===== src/sed_pkg.sv =====
// shared types and constants for the saturating euclidean distance block
// used by sed_front, sed_root_cell and saturating_euclidean_distance; no dependencies
package sed_pkg;

    localparam int COORD_W    = 16;
    localparam int MAG_W      = 16;
    localparam int SQ_W       = 32;
    localparam int SUM_W      = 34;
    localparam int ROOT_W     = 31;
    localparam int SPAN_W     = 15;
    localparam int ROOT_STEPS = 15;

    // largest sum whose rounded root still fits: 32767^2 + 32767
    localparam logic [SUM_W-1:0]  SAT_LIMIT = SUM_W'(64'd1073709056);
    localparam logic [SPAN_W-1:0] SPAN_MAX  = {SPAN_W{1'b1}};

    typedef logic [MAG_W-1:0] t_mag;

    // one item moving down the root chain
    typedef struct packed {
        logic              valid;
        logic              sat;
        logic [ROOT_W-1:0] rem;
        logic [ROOT_W-1:0] root;
    } t_root_lane;

endpackage


===== src/saturating_euclidean_distance.sv =====
// saturating euclidean distance, top level: input register stages, root cell chain,
// rounding and an output register with skid. depends on sed_pkg, sed_front, sed_root_cell
//
// usage
//   slave channel: i_s_tvalid / o_s_tready, i_s_tdata carries both points, i_s_tuser
//   carries kind (0 planar, z ignored; 1 spatial). master channel: o_m_tvalid /
//   i_m_tready, o_m_tdata carries the rounded distance, saturated at 32767.
//   one item is accepted per cycle while the skid register is empty; every item
//   gives exactly one result, in order.
//   from acceptance to o_m_tvalid an item passes the registers for difference,
//   square, sum and the saturation check, then the root cells (15 cells, one
//   root bit each) and the output register.
//   throughput is one item per cycle while the skid register is empty, which is
//   when the root chain advances; a stall costs nothing while the receiver takes items.
//   when the receiver stalls, the output register holds its item, the next one
//   lands in the skid register, and o_s_tready drops the cycle after; the whole
//   chain then freezes in place until the skid register drains.
//   synchronous active-low reset empties the pipeline and both output registers;
//   there is no other state.
module saturating_euclidean_distance
    import sed_pkg::*;
(
    input  logic        i_clk,
    input  logic        i_rst_n,
    input  logic        i_s_tvalid,
    output logic        o_s_tready,
    // first_x, first_y, first_z, second_x, second_y, second_z from bit 0 up
    input  logic [95:0] i_s_tdata,
    // kind
    input  logic        i_s_tuser,
    output logic        o_m_tvalid,
    input  logic        i_m_tready,
    // span in bits 14:0, bit 15 zero
    output logic [15:0] o_m_tdata
);

    logic              w_en;
    t_root_lane        w_lane [ROOT_STEPS+1];
    t_root_lane        w_last;
    logic [SPAN_W-1:0] w_span;

    logic              r_out_valid;
    logic [SPAN_W-1:0] r_out_span;
    logic              r_skid_valid;
    logic [SPAN_W-1:0] r_skid_span;

    assign w_en       = !r_skid_valid;
    assign o_s_tready = w_en;

    sed_front u_front (
        .i_clk    (i_clk),
        .i_rst_n  (i_rst_n),
        .i_en     (w_en),
        .i_valid  (i_s_tvalid),
        .i_kind   (i_s_tuser),
        .i_coords (i_s_tdata),
        .o_lane   (w_lane[0])
    );

    for (genvar k = 0; k < ROOT_STEPS; k++) begin : g_cell
        sed_root_cell #(
            .LEVEL (ROOT_STEPS - 1 - k)
        ) u_cell (
            .i_clk   (i_clk),
            .i_rst_n (i_rst_n),
            .i_en    (w_en),
            .i_lane  (w_lane[k]),
            .o_lane  (w_lane[k+1])
        );
    end

    assign w_last = w_lane[ROOT_STEPS];

    // saturate, or round to nearest: bump when the remainder exceeds the floor root
    always_comb begin
        if (w_last.sat) begin
            w_span = SPAN_MAX;
        end else if (w_last.rem > w_last.root) begin
            w_span = SPAN_W'(w_last.root) + SPAN_W'(1);
        end else begin
            w_span = SPAN_W'(w_last.root);
        end
    end

    always_ff @(posedge i_clk) begin
        if (!i_rst_n) begin
            r_out_valid  <= 1'b0;
            r_skid_valid <= 1'b0;
        end else if (r_skid_valid) begin
            if (i_m_tready) begin
                r_out_valid  <= 1'b1;
                r_skid_valid <= 1'b0;
            end
        end else if (r_out_valid && !i_m_tready) begin
            r_skid_valid <= w_last.valid;
        end else begin
            r_out_valid <= w_last.valid;
        end
    end

    always_ff @(posedge i_clk) begin
        if (r_skid_valid) begin
            if (i_m_tready) begin
                r_out_span <= r_skid_span;
            end
        end else if (r_out_valid && !i_m_tready) begin
            r_skid_span <= w_span;
        end else begin
            r_out_span <= w_span;
        end
    end

    assign o_m_tvalid = r_out_valid;
    assign o_m_tdata  = {1'b0, r_out_span};

`ifndef SYNTH
    a_skid_needs_out: assert property (@(posedge i_clk) disable iff (!i_rst_n)
        r_skid_valid |-> r_out_valid)
        else $error("skid register holds an item while the output register is empty");

    a_skid_only_on_stall: assert property (@(posedge i_clk) disable iff (!i_rst_n)
        $rose(r_skid_valid) |-> $past(r_out_valid && !i_m_tready && w_last.valid))
        else $error("skid register filled without a stalled output");

    a_skid_drains: assert property (@(posedge i_clk) disable iff (!i_rst_n)
        r_skid_valid && i_m_tready |=> !r_skid_valid && r_out_valid)
        else $error("skid register did not drain into the output register");

    a_chain_frozen: assert property (@(posedge i_clk) disable iff (!i_rst_n)
        r_skid_valid |=> $stable(w_last))
        else $error("root chain moved while the skid register was full");
`endif

endmodule


===== src/sed_front.sv =====
// front end: absolute coordinate differences, squares, sum and saturation check
// depends on sed_pkg
module sed_front
    import sed_pkg::*;
(
    input  logic               i_clk,
    input  logic               i_rst_n,
    input  logic               i_en,
    input  logic               i_valid,
    input  logic               i_kind,
    input  logic [6*COORD_W-1:0] i_coords,
    output t_root_lane         o_lane
);

    logic               r_v1, r_v2, r_v3;
    t_mag               r_mag [3];
    logic [SQ_W-1:0]    r_sq  [3];
    logic [SUM_W-1:0]   r_sum;
    t_root_lane         r_lane;
    t_mag               n_mag [3];

    always_comb begin
        logic signed [COORD_W:0] d;
        for (int i = 0; i < 3; i++) begin
            d = {i_coords[i*COORD_W + COORD_W-1], i_coords[i*COORD_W +: COORD_W]}
              - {i_coords[(i+3)*COORD_W + COORD_W-1], i_coords[(i+3)*COORD_W +: COORD_W]};
            n_mag[i] = d[COORD_W] ? MAG_W'(-d) : MAG_W'(d);
        end
        // planar items drop z
        if (!i_kind) begin
            n_mag[2] = '0;
        end
    end

    always_ff @(posedge i_clk) begin
        if (!i_rst_n) begin
            r_v1         <= 1'b0;
            r_v2         <= 1'b0;
            r_v3         <= 1'b0;
            r_lane.valid <= 1'b0;
        end else if (i_en) begin
            r_v1         <= i_valid;
            r_v2         <= r_v1;
            r_v3         <= r_v2;
            r_lane.valid <= r_v3;
        end
    end

    always_ff @(posedge i_clk) begin
        if (i_en) begin
            for (int i = 0; i < 3; i++) begin
                r_mag[i] <= n_mag[i];
                r_sq[i]  <= SQ_W'(r_mag[i]) * SQ_W'(r_mag[i]);
            end
            r_sum       <= {2'b00, r_sq[0]} + {2'b00, r_sq[1]} + {2'b00, r_sq[2]};
            r_lane.sat  <= (r_sum > SAT_LIMIT);
            r_lane.rem  <= ROOT_W'(r_sum);
            r_lane.root <= '0;
        end
    end

    assign o_lane = r_lane;

endmodule


===== src/sed_root_cell.sv =====
// one step of the bit-serial square root, registered
// depends on sed_pkg
module sed_root_cell
    import sed_pkg::*;
#(
    parameter int LEVEL = 0
)(
    input  logic       i_clk,
    input  logic       i_rst_n,
    input  logic       i_en,
    input  t_root_lane i_lane,
    output t_root_lane o_lane
);

    localparam logic [ROOT_W-1:0] BIT = ROOT_W'(1) << (2 * LEVEL);

    logic [ROOT_W-1:0] w_trial;
    t_root_lane        n_lane;
    t_root_lane        r_lane;

    assign w_trial = i_lane.root + BIT;

    always_comb begin
        n_lane = i_lane;
        if (w_trial <= i_lane.rem) begin
            n_lane.rem  = i_lane.rem - w_trial;
            n_lane.root = (w_trial + BIT) >> 1;
        end else begin
            n_lane.root = i_lane.root >> 1;
        end
    end

    always_ff @(posedge i_clk) begin
        if (!i_rst_n) begin
            r_lane.valid <= 1'b0;
        end else if (i_en) begin
            r_lane.valid <= n_lane.valid;
        end
    end

    always_ff @(posedge i_clk) begin
        if (i_en) begin
            r_lane.sat  <= n_lane.sat;
            r_lane.rem  <= n_lane.rem;
            r_lane.root <= n_lane.root;
        end
    end

    assign o_lane = r_lane;

endmodule

===== config.mk =====
export PLATFORM = sky130hd
export DESIGN_NAME = saturating_euclidean_distance
export DESIGN_NICKNAME = d
export VERILOG_FILES = /design/src/sed_pkg.sv /design/src/saturating_euclidean_distance.sv /design/src/sed_front.sv /design/src/sed_root_cell.sv
export SDC_FILE = /design/constraint.sdc
export NUM_CORES = 2
export LEC_CHECK = 0
export BUFFER_PORTS_ARGS = -buffer_cell sky130_fd_sc_hd__buf_2
export CORE_UTILIZATION = 28
export CTS_CLUSTER_SIZE = 14
export DETAILED_ROUTE_END_ITERATION = 7
export HOLD_SLACK_MARGIN = 0.03
export PLACE_DENSITY_LB_ADDON = 0.3
export SLEW_MARGIN = 20
export SYNTH_ARGS = -nofsm -noshare
export SYNTH_HDL_FRONTEND = slang
export SYNTH_SLANG_ARGS = --single-unit

===== constraint.sdc =====
create_clock -name i_clk -period 27.5 [get_ports i_clk]
set_input_delay 0 -clock i_clk [delete_from_list [all_inputs] [get_ports i_clk]]
set_output_delay 0 -clock i_clk [all_outputs]
set_load 0.05 [all_outputs]

==> summary.txt <==
Status
  • Status: complete, no violations

Synthesis
  • Main synth FF type: edfxtp_1
  • Async SR Flop Fraction: 0%
  • Yosys Warn Count: 0
  • Register area share after synthesis: 39.3%
  • EDFF count, synth: 837
  • Syn_area_per_cell: 10.8 sq um
  • Netlist cell types: 82
  • Syn nets: 7182
  • Top cell type's share of synthesized area: 38.7%
  • Number of synthesized register bits: 858
  • Synth Instances: 6020
  • Mapped cell area: 0.0650 sq mm
  • Synth area leaders: edfxtp_1, fa_1, ha_1, inv_1, xnor2_1
  • Synth area leader: edfxtp_1

Setup path
  • Worst reg2reg endpoint: u_front.r_sq[0][28]
  • Setup CP Type: reg2reg
  • FF-to-FF setup slack: 20020 ps
  • Startpoint type of the worst setup path: register
  • Required @ worst endpoint: 27920 ps
  • CP endpoint kind: register
  • R2R depth: 23
  • Worst-path maximum fanout: 20
  • Crit Reg-Reg Startpoint: u_front.r_mag[0][1]
  • Critical path arrival: 7900 ps

Clocking
  • Clock sink count: 858
  • Clock transition at the registers of the reported paths: 60 ps
  • Post-CTS Resized: 0
  • Clock Latency Late Sink: 750 ps
  • H-tree depth: 3
  • Clock Path Buffers: 3
  • CTS buffer count: 96
  • CTS Root Cell: clkbuf_16
  • CTS tree: built

GRT
  • First-pass GRT wire length: 225000 um
  • Initial antenna violation count: 2
  • Grt ovf: 0
  • Pin count of the biggest net entering global routing: 206
  • Total GRT Usage: 11.8%
  • Vias in the first global route: 43381

STA
  • RSZ-0062 raised after global routing: false
  • Post-route clock skew: 86.4 ps
  • Slew margin rel.: 25.9%
  • Final period util: 27.2%
  • Worst slew pin tran: 1110 ps
  • Hold WS: 89.9 ps
  • Final Critical Period: 7480 ps
  • Final setup vio count: 0
  • Slew Limit Fails: 0
  • Post-Route Setup TNS: 0 ps
  • Hold Vio Cnt, Final: 0
  • Fmax: 134 MHz

Die
  • Starting Density: 28.2%
  • Standard-cell rows: 176
  • Core area: 0.230 sq mm
  • I/O Pins: 119
  • Die Wd: 484 um
  • Die Ht: 484 um
  • Die area: 0.234 sq mm

Min path
  • Hold/Removal Path Class: in2reg
  • Worst Hold Depth: 4
  • Worst Hold Launch: i_s_tdata[26]
  • Hold EP: u_front.r_mag[0][26]

Layout
  • Final core utilization: 31.7%
  • Commonest non-fill, non-tap cell in the layout: inv_1
  • Most frequent cells in the layout: inv_1, edfxtp_1, ha_1
  • Ant. Diodes: 0
  • Layout cell share with drive strength beyond 1: 5.83%
  • Area delta synth->final: 12.3%
  • Layout net count: 7367

Drt
  • Iter 0 DRT Violations: 2123
  • Post-DRT Antenna Nets: 0
  • DR vias: 42267
  • Routed wire per std cell: 14.8 um
  • Final WL: 138000 um
  • Avg Vias per Cell: 4.54
  • Pre-antenna DRT Iters: 5
  • Remaining DRCs: 0

Place
  • I/O Buffers: 117
  • HPWL after detailed placement: 108000 um
  • Gpl congestion: 0.831

Job
  • Max-cap viol count: 0
==> layout make-up <==
| class | instances | area, sq um |
|---|---|---|
| fill | 23413 | 157000 |
| multi-input combinational | 3999 | 35000 |
| sequential | 858 | 25600 |
| inverter | 1056 | 3970 |
| tap | 3026 | 3790 |
| clock buffer | 118 | 2640 |
| timing repair buffer | 194 | 1350 |
| clock inverter | 58 | 588 |
==> synth_stat cells (7+ instances only) <==
cell and instances:
nand4_1 58, nand3b_1 17, or4_1 15, o31ai_1 39, o41ai_1 8, a21boi_0 17
a2111oi_0 9, a31o_2 11, o21a_1 59, nor2b_1 70, a21oi_1 264, fa_1 495
a211o_1 14, a31oi_1 38, nand2b_1 62, o21bai_1 27, xor2_1 165, nor4b_1 31
nor3_1 126, dfxtp_1 21, and4_1 9, nor3b_1 12, nor4_1 90, ha_1 566
a221oi_1 7, mux2_2 29, or3_1 32, nand3_1 63, o21ai_0 204, or2_2 29
xnor2_1 253, nand2_1 434, nor2_1 290, clkbuf_1 98, a211oi_1 34, nand4b_1 10
and2_1 145, and3_1 31, a21o_1 105, mux2i_1 42, inv_1 1052, o211ai_1 16
edfxtp_1 837
==> sequential cells by signal, summed over array words and instances (netlist names) <==
name                  flops
r_skid_valid              1
u_front.r_v2              1
r_out_span               15
u_front.r_mag            48
u_front.r_v1              1
u_front.o_lane           33
u_front.r_sum            34
g_cell.u_cell.o_lane    615
o_m_tvalid                1
u_front.r_v3              1
u_front.r_sq             93
r_skid_span              15
==> repair_timing <==
item / 4_1_cts / 5_1_grt
endpoints found under the hold margin: 89 / 0
hold buffers: 63 / 0
setup buffers: 0 / 0
==> critical path, cell delays in order, from the launching register on <==
cell and delay [ps]:
edfxtp_1 710, and2_1 340, fa_1 540, inv_1 50
fa_1 470, inv_1 60, fa_1 510, inv_1 50
fa_1 470, inv_1 50, fa_1 520, inv_1 50
fa_1 520, inv_1 50, ha_1 350, inv_1 100
o21bai_1 110, a211oi_1 490, o221ai_1 310, a2111oi_0 680
o31ai_1 260, a21o_1 220, a21oi_1 180, xnor2_1 90
==> kinds of logic (layout without fill, tap and decap cells) <==
group / count (synthesis) / after routing / synth area share (%)
AOI/OAI and AO/OA: 909 / 909 / 8.92
xor gates and xnor gates: 418 / 418 / 5.64
adders and majority gates: 1061 / 1061 / 26.2
buffers and inverters: 1163 / 1426 / 6.73
DFF: 858 / 858 / 39.3
muxes: 71 / 71 / 1.15
other: 1 / 1 / 0.00577
and+or+nand+nor: 1539 / 1539 / 12.1
==> per-stage QoR <==
step	std cells	setup WS, ps	instance area (sq um)
after global routing	9309	19560	72900
after detailed placement	9070	20170	69100
after global placement	9070	20180	69100
after floorplan	6020	1450	65000
after CTS	9309	20080	72900
final	9309	20020	72900
==> worst max-delay path by stage <==
stage / slack, ps / cells past startpoint / endpoint / from
2_1_floorplan: 1450 / 4 / r_out_span[10] / r_skid_valid
3_3_place_gp: 20180 / 23 / u_front.r_sq[0][30] / u_front.r_mag[0][1]
3_5_place_dp: 20170 / 23 / u_front.r_sq[0][30] / u_front.r_mag[0][1]
4_1_cts: 20080 / 20 / u_front.r_sq[0][30] / u_front.r_mag[0][4]
5_1_grt: 19560 / 23 / u_front.r_sq[0][28] / u_front.r_mag[0][1]
6_report: 20020 / 23 / u_front.r_sq[0][28] / u_front.r_mag[0][1]
==> layer usage <==
layer	vias up	share of wire, %	track usage [%]
met4	2	2.8	3.59
met1	20534	43	14.4
met2	599	51	21.3
met3	178	3.3	1.70
li1	20954	-	-
met5	-	0.0095	0
Power is not shown: default switching activity piles up to over one toggle a cycle in this logic, so the estimate is an artifact.
